[config.mk]
export PLATFORM = sky130hd
export DESIGN_NAME = kth_smallest_two_sorted_arrays_unit
export DESIGN_NICKNAME = d
export VERILOG_FILES = /design/src/hdl/kth_pkg.sv /design/src/hdl/kth_smallest_two_sorted_arrays_unit.sv
export VERILOG_INCLUDE_DIRS = /design/src /design/src/hdl
export SDC_FILE = /design/constraint.sdc
export NUM_CORES = 2
export LEC_CHECK = 0
export BUFFER_PORTS_ARGS = -buffer_cell sky130_fd_sc_hd__buf_2
export CAP_MARGIN = 20
export CORE_MARGIN = 3
export CORE_UTILIZATION = 40
export CTS_CLUSTER_DIAMETER = 50
export DETAILED_ROUTE_END_ITERATION = 8
export PLACE_DENSITY_LB_ADDON = 0.12
export SYNTH_ARGS = -nofsm -noshare
export SYNTH_HDL_FRONTEND = slang
export SYNTH_SLANG_ARGS = --single-unit
[constraint.sdc]
create_clock -name clk -period 5.35 [get_ports clk]
set_input_delay 0.8025 -clock clk [delete_from_list [all_inputs] [get_ports clk]]
set_output_delay 0.8025 -clock clk [all_outputs]
set_load 0.01 [all_outputs]
[src/hdl/kth_smallest_two_sorted_arrays_unit_assert.svh]
// assertion macros for the k-th smallest unit
`ifndef KTH_SMALLEST_TWO_SORTED_ARRAYS_UNIT_ASSERT_SVH
`define KTH_SMALLEST_TWO_SORTED_ARRAYS_UNIT_ASSERT_SVH

// condition holds at every edge out of reset
`define KTH_ASSERT_HOLDS(label, cond, msg) \
    label: assert property (@(posedge clk) disable iff (!rst_n) (cond)) else $error(msg);

// consequence holds in the same cycle as the antecedent
`define KTH_ASSERT_IMPLIES(label, ante, cons, msg) \
    label: assert property (@(posedge clk) disable iff (!rst_n) (ante) |-> (cons)) \
        else $error(msg);

// consequence holds in the cycle after the antecedent
`define KTH_ASSERT_NEXT(label, ante, cons, msg) \
    label: assert property (@(posedge clk) disable iff (!rst_n) (ante) |=> (cons)) \
        else $error(msg);

`endif

[src/hdl/kth_pkg.sv]
// types and constants of the k-th smallest unit
`default_nettype none

package kth_pkg;

    localparam int STORE_DEPTH_DEF = 64;
    localparam int VALUE_W         = 32;
    localparam int RANK_W          = 8;

    typedef enum logic [1:0] {
        ACT_APPEND_FIRST  = 2'd0,
        ACT_APPEND_SECOND = 2'd1,
        ACT_QUERY         = 2'd2,
        ACT_CLEAR         = 2'd3
    } action_t;

    typedef enum logic [1:0] {
        STATUS_OK       = 2'd0,
        STATUS_RANK_ERR = 2'd1,
        STATUS_FULL     = 2'd2
    } status_t;

    typedef enum logic [1:0] {
        ST_IDLE,
        ST_SEL,
        ST_CMP,
        ST_FIN
    } state_t;

    typedef struct packed {
        action_t                    action;
        logic signed [VALUE_W-1:0]  value;
        logic        [RANK_W-1:0]   rank;
    } cmd_word_t;

    typedef struct packed {
        logic signed [VALUE_W-1:0]  kth_value;
        status_t                    status;
    } res_word_t;

endpackage

`default_nettype wire

[src/hdl/kth_smallest_two_sorted_arrays_unit.sv]
// top level of the k-th smallest of two sorted stores unit
//
// usage: a command word enters on cmd (valid/ready). action 0 or 1 appends
// value to the first or second store, 2 asks for the rank-th smallest value
// of both stores merged, 3 empties both stores. a result word leaves on res
// (valid/ready) for each query and for each append to a full store.
// clears give no word, and appends give none unless the store is full.
// a query runs n halving steps, n being at most 2*log2(STORE_DEPTH) + 1 (13
// at the default depth): each step reads both middle elements from the two
// store memories in the SEL state and compares them in the CMP state; one
// more read fetches the selected element.
// a bad rank or an append to a full store gives its word in the cycle after
// the command is taken.
// one command is handled at a time: cmd_ready is low during a query and while
// a word is stalled on res, and a query that finishes while res is stalled
// holds its result until res drains.
// reset clears both counts and empties the output register; the store
// memories are not cleared, entries above the counts are never read.
`default_nettype none

module kth_smallest_two_sorted_arrays_unit #(
    parameter int STORE_DEPTH = kth_pkg::STORE_DEPTH_DEF
) (
    input  wire                 clk,
    input  wire                 rst_n,
    input  wire                 cmd_valid,
    output logic                cmd_ready,
    input  kth_pkg::cmd_word_t  cmd,
    output logic                res_valid,
    input  wire                 res_ready,
    output kth_pkg::res_word_t  res
);

    `include "kth_smallest_two_sorted_arrays_unit_assert.svh"

    // address, count, rank-compare and final-index widths
    localparam int AW = (STORE_DEPTH > 1) ? $clog2(STORE_DEPTH) : 1;
    localparam int CW = $clog2(STORE_DEPTH + 1);
    localparam int SW = ((CW + 1) > kth_pkg::RANK_W) ? (CW + 1) : kth_pkg::RANK_W;
    localparam int FW = SW + 1;
    localparam int VW = kth_pkg::VALUE_W;
    localparam int RW = kth_pkg::RANK_W;
    localparam logic [CW-1:0] COUNT_MAX = CW'(STORE_DEPTH);
    localparam logic [FW-1:0] IDX_LIMIT = FW'(STORE_DEPTH);

    // store memories
    logic [VW-1:0] first_mem  [STORE_DEPTH];
    logic [VW-1:0] second_mem [STORE_DEPTH];

    kth_pkg::state_t state_reg, state_next;

    logic [CW-1:0] first_count_reg, first_count_next;
    logic [CW-1:0] second_count_reg, second_count_next;

    // search windows and remaining rank
    logic [CW-1:0] a_lo_reg, a_lo_next, a_hi_reg, a_hi_next;
    logic [CW-1:0] b_lo_reg, b_lo_next, b_hi_reg, b_hi_next;
    logic [CW-1:0] ha_reg, ha_next, hb_reg, hb_next;
    logic [RW-1:0] k_reg, k_next;
    logic          fin_sel_reg, fin_sel_next;   // 1: answer comes from second store
    logic          fin_oob_reg, fin_oob_next;

    logic                res_valid_reg, res_valid_next;
    kth_pkg::res_word_t  res_reg, res_next;

    // memory ports
    logic          wr_a, wr_b;
    logic          rd_en_a, rd_en_b;
    logic [AW-1:0] rd_addr_a, rd_addr_b;
    logic [VW-1:0] rd_data_a, rd_data_b;

    // helpers
    logic [CW:0]   total_count;
    logic          rank_err;
    logic [CW-1:0] ha_calc, hb_calc;
    logic [FW-1:0] fin_idx;
    logic [SW-1:0] split_sum;
    logic          a_ge;

    // conditions watched by the checks below
    logic          counts_in_range;
    logic          windows_live;
    logic          windows_in_count;
    logic          in_cmp;
    logic          busy;
    logic          search_on;
    logic          query_go;

    assign total_count = {1'b0, first_count_reg} + {1'b0, second_count_reg};
    assign rank_err    = (cmd.rank == '0) || (SW'(cmd.rank) > SW'(total_count));

    always_ff @(posedge clk)
    begin
        if (wr_a)
        begin
            first_mem[first_count_reg[AW-1:0]] <= cmd.value;
        end
        if (rd_en_a)
        begin
            rd_data_a <= first_mem[rd_addr_a];
        end
    end

    always_ff @(posedge clk)
    begin
        if (wr_b)
        begin
            second_mem[second_count_reg[AW-1:0]] <= cmd.value;
        end
        if (rd_en_b)
        begin
            rd_data_b <= second_mem[rd_addr_b];
        end
    end

    always_ff @(posedge clk or negedge rst_n)
    begin
        if (!rst_n)
        begin
            state_reg        <= kth_pkg::ST_IDLE;
            first_count_reg  <= '0;
            second_count_reg <= '0;
            res_valid_reg    <= 1'b0;
        end
        else
        begin
            state_reg        <= state_next;
            first_count_reg  <= first_count_next;
            second_count_reg <= second_count_next;
            res_valid_reg    <= res_valid_next;
        end
    end

    // payload registers, no reset
    always_ff @(posedge clk)
    begin
        a_lo_reg    <= a_lo_next;
        a_hi_reg    <= a_hi_next;
        b_lo_reg    <= b_lo_next;
        b_hi_reg    <= b_hi_next;
        ha_reg      <= ha_next;
        hb_reg      <= hb_next;
        k_reg       <= k_next;
        fin_sel_reg <= fin_sel_next;
        fin_oob_reg <= fin_oob_next;
        res_reg     <= res_next;
    end

    always_comb
    begin
        state_next        = state_reg;
        first_count_next  = first_count_reg;
        second_count_next = second_count_reg;
        a_lo_next         = a_lo_reg;
        a_hi_next         = a_hi_reg;
        b_lo_next         = b_lo_reg;
        b_hi_next         = b_hi_reg;
        ha_next           = ha_reg;
        hb_next           = hb_reg;
        k_next            = k_reg;
        fin_sel_next      = fin_sel_reg;
        fin_oob_next      = fin_oob_reg;
        res_valid_next    = res_valid_reg;
        res_next          = res_reg;
        cmd_ready         = 1'b0;
        wr_a              = 1'b0;
        wr_b              = 1'b0;
        rd_en_a           = 1'b0;
        rd_en_b           = 1'b0;
        rd_addr_a         = '0;
        rd_addr_b         = '0;
        ha_calc           = (a_hi_reg - a_lo_reg) >> 1;
        hb_calc           = (b_hi_reg - b_lo_reg) >> 1;
        fin_idx           = '0;
        split_sum         = SW'(ha_reg) + SW'(hb_reg) + SW'(1);
        a_ge              = $signed(rd_data_a) >= $signed(rd_data_b);

        // output word drains
        if (res_valid_reg && res_ready)
        begin
            res_valid_next = 1'b0;
        end

        unique case (state_reg)
            kth_pkg::ST_IDLE:
            begin
                cmd_ready = !res_valid_reg || res_ready;
                if (cmd_valid && cmd_ready)
                begin
                    unique case (cmd.action)
                        kth_pkg::ACT_APPEND_FIRST:
                        begin
                            if (first_count_reg == COUNT_MAX)
                            begin
                                res_valid_next     = 1'b1;
                                res_next.kth_value = '0;
                                res_next.status    = kth_pkg::STATUS_FULL;
                            end
                            else
                            begin
                                wr_a             = 1'b1;
                                first_count_next = first_count_reg + CW'(1);
                            end
                        end
                        kth_pkg::ACT_APPEND_SECOND:
                        begin
                            if (second_count_reg == COUNT_MAX)
                            begin
                                res_valid_next     = 1'b1;
                                res_next.kth_value = '0;
                                res_next.status    = kth_pkg::STATUS_FULL;
                            end
                            else
                            begin
                                wr_b              = 1'b1;
                                second_count_next = second_count_reg + CW'(1);
                            end
                        end
                        kth_pkg::ACT_QUERY:
                        begin
                            if (rank_err)
                            begin
                                res_valid_next     = 1'b1;
                                res_next.kth_value = '0;
                                res_next.status    = kth_pkg::STATUS_RANK_ERR;
                            end
                            else
                            begin
                                a_lo_next  = '0;
                                a_hi_next  = first_count_reg;
                                b_lo_next  = '0;
                                b_hi_next  = second_count_reg;
                                k_next     = cmd.rank;
                                state_next = kth_pkg::ST_SEL;
                            end
                        end
                        kth_pkg::ACT_CLEAR:
                        begin
                            first_count_next  = '0;
                            second_count_next = '0;
                        end
                    endcase
                end
            end

            kth_pkg::ST_SEL:
            begin
                if (b_lo_reg >= b_hi_reg)
                begin
                    // second window empty: index into the first
                    fin_idx      = FW'(a_lo_reg) + FW'(k_reg) - FW'(1);
                    fin_sel_next = 1'b0;
                    fin_oob_next = fin_idx >= IDX_LIMIT;
                    rd_en_a      = 1'b1;
                    rd_addr_a    = fin_idx[AW-1:0];
                    state_next   = kth_pkg::ST_FIN;
                end
                else if (a_lo_reg >= a_hi_reg)
                begin
                    fin_idx      = FW'(b_lo_reg) + FW'(k_reg) - FW'(1);
                    fin_sel_next = 1'b1;
                    fin_oob_next = fin_idx >= IDX_LIMIT;
                    rd_en_b      = 1'b1;
                    rd_addr_b    = fin_idx[AW-1:0];
                    state_next   = kth_pkg::ST_FIN;
                end
                else
                begin
                    // fetch both middle elements
                    ha_next    = ha_calc;
                    hb_next    = hb_calc;
                    rd_en_a    = 1'b1;
                    rd_en_b    = 1'b1;
                    rd_addr_a  = AW'(a_lo_reg + ha_calc);
                    rd_addr_b  = AW'(b_lo_reg + hb_calc);
                    state_next = kth_pkg::ST_CMP;
                end
            end

            kth_pkg::ST_CMP:
            begin
                if (a_ge)
                begin
                    if (SW'(k_reg) <= split_sum)
                    begin
                        a_hi_next = a_lo_reg + ha_reg;
                    end
                    else
                    begin
                        b_lo_next = b_lo_reg + hb_reg + CW'(1);
                        k_next    = k_reg - RW'(SW'(hb_reg) + SW'(1));
                    end
                end
                else
                begin
                    if (SW'(k_reg) <= split_sum)
                    begin
                        b_hi_next = b_lo_reg + hb_reg;
                    end
                    else
                    begin
                        a_lo_next = a_lo_reg + ha_reg + CW'(1);
                        k_next    = k_reg - RW'(SW'(ha_reg) + SW'(1));
                    end
                end
                state_next = kth_pkg::ST_SEL;
            end

            kth_pkg::ST_FIN:
            begin
                // wait for a free output register
                if (!res_valid_reg || res_ready)
                begin
                    res_valid_next = 1'b1;
                    res_next.status = kth_pkg::STATUS_OK;
                    if (fin_oob_reg)
                    begin
                        res_next.kth_value = '0;
                    end
                    else if (fin_sel_reg)
                    begin
                        res_next.kth_value = rd_data_b;
                    end
                    else
                    begin
                        res_next.kth_value = rd_data_a;
                    end
                    state_next = kth_pkg::ST_IDLE;
                end
            end
        endcase
    end

    assign res_valid = res_valid_reg;
    assign res       = res_reg;

    assign counts_in_range  = (first_count_reg <= COUNT_MAX) && (second_count_reg <= COUNT_MAX);
    assign windows_live     = (a_lo_reg < a_hi_reg) && (b_lo_reg < b_hi_reg);
    assign windows_in_count = (a_hi_reg <= first_count_reg) && (b_hi_reg <= second_count_reg);
    assign in_cmp           = state_reg == kth_pkg::ST_CMP;
    assign busy             = state_reg != kth_pkg::ST_IDLE;
    assign search_on        = (state_reg == kth_pkg::ST_SEL) || (state_reg == kth_pkg::ST_CMP);
    assign query_go         = cmd_valid && cmd_ready && (cmd.action == kth_pkg::ACT_QUERY)
                              && !rank_err;

    // counts never pass the store depth
    `KTH_ASSERT_HOLDS(a_count_bound, counts_in_range, "store count above depth")
    // a compare step only runs on two non-empty windows
    `KTH_ASSERT_IMPLIES(a_cmp_windows, in_cmp, windows_live, "compare on empty window")
    // windows stay inside the filled part of each store
    `KTH_ASSERT_IMPLIES(a_window_bound, busy, windows_in_count, "window beyond count")
    // remaining rank never reaches zero during a search
    `KTH_ASSERT_IMPLIES(a_rank_live, search_on, k_reg != '0, "rank exhausted during search")
    // a good query starts the search in the next cycle
    `KTH_ASSERT_NEXT(a_query_starts, query_go, state_reg == kth_pkg::ST_SEL, "query did not start")

endmodule

`default_nettype wire

==> out/metrics.yaml <==
status: "finished, final reports clean"
clockRootBuffer: "clkbuf_16"
synth.ff_latch_count: 4261
worstPathMaxFanout: 44
cp.arrival_ns: 6.00
io_buffers: 81
finalHoldViolCount: 0
synthTopCellsByArea: "edfxtp_1, nand2_1, mux2i_1"
multi_input_area_um2: 41400
fp.dieH_um: 662
post-route-drc-count: 0
final_common_cell: "edfxtp_1"
crit_end: "rd_data_a[5]$_DFFE_PP_"
ys_seq_area_share_pct: 74.3
syn_avg_cell_area_um2: 15.2
fp.coreArea_um2: 428000
yosys.area.top_type: "edfxtp_1"
overflow: 0
r2r-end: "rd_data_a[5]$_DFFE_PP_"
h-tree-depth: 5
cts.sinks: 4261
dpl.hpwl_mm: 345
dieArea_um2: 438000
dr.first_iter.drc_count: 13200
grt_max_degree: 159
start_kind: "flop"
final_area_um2: 201000
placed_cell_area_um2: 184000
grt_pass1_vias: 103000
routedWlPerCell_um: 32.1
synth_top_area_share_pct: 74.0
netlist_area_um2: 172000
cp.required_ns: 6.10
timing.final.crit_period_ns: 5.25
antenna_found_initial: 49
r2r_slack_ns: 0.10
cts_max_path_buffers: 4
setup-violations-final: 0
postRouteAntennaNets: 0
dr.pass1.iters: 8
maxCapViolCount: 0
final_cell_mix: "edfxtp_1, nand2_1, buf_4"
critPathLaunch: "a_lo_reg[0]$_SDFFCE_PN0P_"
num_rows: 240
crit_path_end_kind: "flop"
hold_class: "in -> reg"
worst_pin_slew_ns: 1.39
vias: 107000
r2r_cells: 17
fin_skew_ns: 0.0822
synth-edff-count: 4244
seq_area_um2: 128000
start_util_pct: 40.2
ys_async_sr_fraction_pct: 0.399
fin_crit_sh_pct: 98.1
clkLatencyLatePin_ns: 1.06
fmaxAchievable_mhz: 191
groute.usage.overall_pct: 25.8
vias_per_cell: 5.92
cts_tree: "built"
fill_cells: 36900
drv_slew: 0
reg2reg_from: "a_lo_reg[0]$_SDFFCE_PN0P_"
fin_tns_setup_ns: 0
path_class: "reg -> reg"
drive_above_1_share_pct: 15.2
routed_wl_mm: 578
place_congestion: 0.884
ys.warnings.count: 0
syn2layout_area_growth_pct: 16.5
io-pin-count: 82
synthFlopType: "edfxtp_1"
clk_pin_slew_ns: 0.06
max_slew_margin_pct: 7.48
numCtsBuffers: 484
fp.dieW_um: 662
final_net_count: 12000
synth_cell_types: 92
syn_inst: 11300
syn_nets: 11500
grt_pass1_wl_mm: 805
==> worst min-delay path by stage <==
stage	start	to	slack (ns)	depth (start not counted)
after detailed placement	state_reg[1]$_DFFE_PN0P_	state_reg[1]$_DFFE_PN0P_	0.58	1
after CTS	cmd[38]	first_mem[63][30]$_DFFE_PP_	0.06	1
final	cmd[38]	first_mem[63][30]$_DFFE_PP_	0.15	1
after floorplan	first_count_reg[6]$_DFFE_PN0P_	first_count_reg[6]$_DFFE_PN0P_	0.49	1
after global placement	state_reg[1]$_DFFE_PN0P_	state_reg[1]$_DFFE_PN0P_	0.54	1
after global routing	cmd[38]	first_mem[60][30]$_DFFE_PP_	0.11	1
==> Yosys cell counts, types with 20 or more instances <==
cell / number
o41ai_1: 23
nor4_1: 25
nand4_1: 96
o21ai_0: 367
a21oi_1: 330
nand3_1: 496
mux4_2: 132
a2111oi_0: 28
xnor2_1: 38
edfxtp_1: 4244
nor3_1: 39
o221ai_1: 21
o22a_1: 20
a22oi_1: 131
and3_1: 117
and2_1: 33
buf_4: 66
a21boi_0: 111
a221oi_1: 94
a211oi_1: 193
nor2_1: 280
ha_1: 151
o211ai_1: 60
clkbuf_1: 317
o2111ai_1: 29
xor2_1: 20
buf_2: 288
and4_1: 27
buf_1: 59
mux2i_1: 541
nand2_1: 1674
a32oi_1: 169
inv_1: 143
o22ai_1: 56
a31oi_1: 416
or4_1: 30
a211o_1: 33
or3_1: 45
buf_6: 28
a21o_1: 51
a32o_1: 74
==> cells by family (layout without fill, tap and decap cells) <==
| kind of cell | Yosys count | after routing | synth area share [%] |
|---|---|---|---|
| xor+xnor | 58 | 58 | 0.295 |
| buf+inv | 908 | 1827 | 2.49 |
| fa+ha+maj | 163 | 163 | 1.24 |
| simple gates | 2922 | 2922 | 7.48 |
| other cells | 0 | 87 | 0 |
| mux | 686 | 686 | 4.96 |
| flops | 4261 | 4261 | 74.3 |
| compound gates | 2313 | 2313 | 9.26 |
==> what timing repair did <==
item                                   CTS  global route
buffers inserted                         2             3
setup endpoints to repair                9            28
cloned                                   1             1
hold buffers                             1             0
resized for setup                       12            24
endpoints found under the hold margin   17             0
pin swaps                                2             4
==> worst max-delay path, stage by stage, from the launching register on <==
cell	delay (ns)
edfxtp_1	0.44
ha_1	0.25
inv_1	0.08
fa_2	0.45
ha_1	0.23
fa_1	0.44
xor2_1	0.18
nand2_1	0.07
a2111oi_1	0.07
buf_4	0.19
mux2_2	0.41
nor2_4	0.46
buf_12	0.31
buf_12	0.32
nand3_1	0.12
nand4_1	0.23
o211ai_1	0.39
and2_1	0.27
==> metal layers <==
metal  share of wire (%)  global-route usage [%]  up-vias
li1                    -                       -    45500
met5                   0                       0        -
met2                  47                    41.3     4494
met3                 7.0                    3.11      871
met1                  42                    35.8    55700
met4                 4.8                    10.8        0
==> layout make-up <==
cell class	count	area share (%)
timing repair buffer	777	3.74
sequential	4261	63.8
antenna	87	0.109
inverter	145	0.275
tap	5687	3.55
clock inverter	320	1.64
multi-input combinational	6142	20.7
clock buffer	585	6.26
==> per-stage QoR <==
step | cells | hold WS [ns] | utilization (%) | setup slack [ns]
2_1_floorplan | 11300 | 0.486 | - | 0.508
3_5_place_dp | 17000 | 0.577 | 43.0 | -0.314
3_3_place_gp | 17000 | 0.545 | 43.0 | -0.702
4_1_cts | 17900 | 0.0648 | 46.8 | -0.00419
5_1_grt | 18000 | 0.111 | 46.8 | -0.00895
6_report | 18000 | 0.154 | 46.9 | 0.103
Power is left out: the tool's default activity adds up to more than one toggle a clock period on the data nets, which glitch-free logic cannot reach.
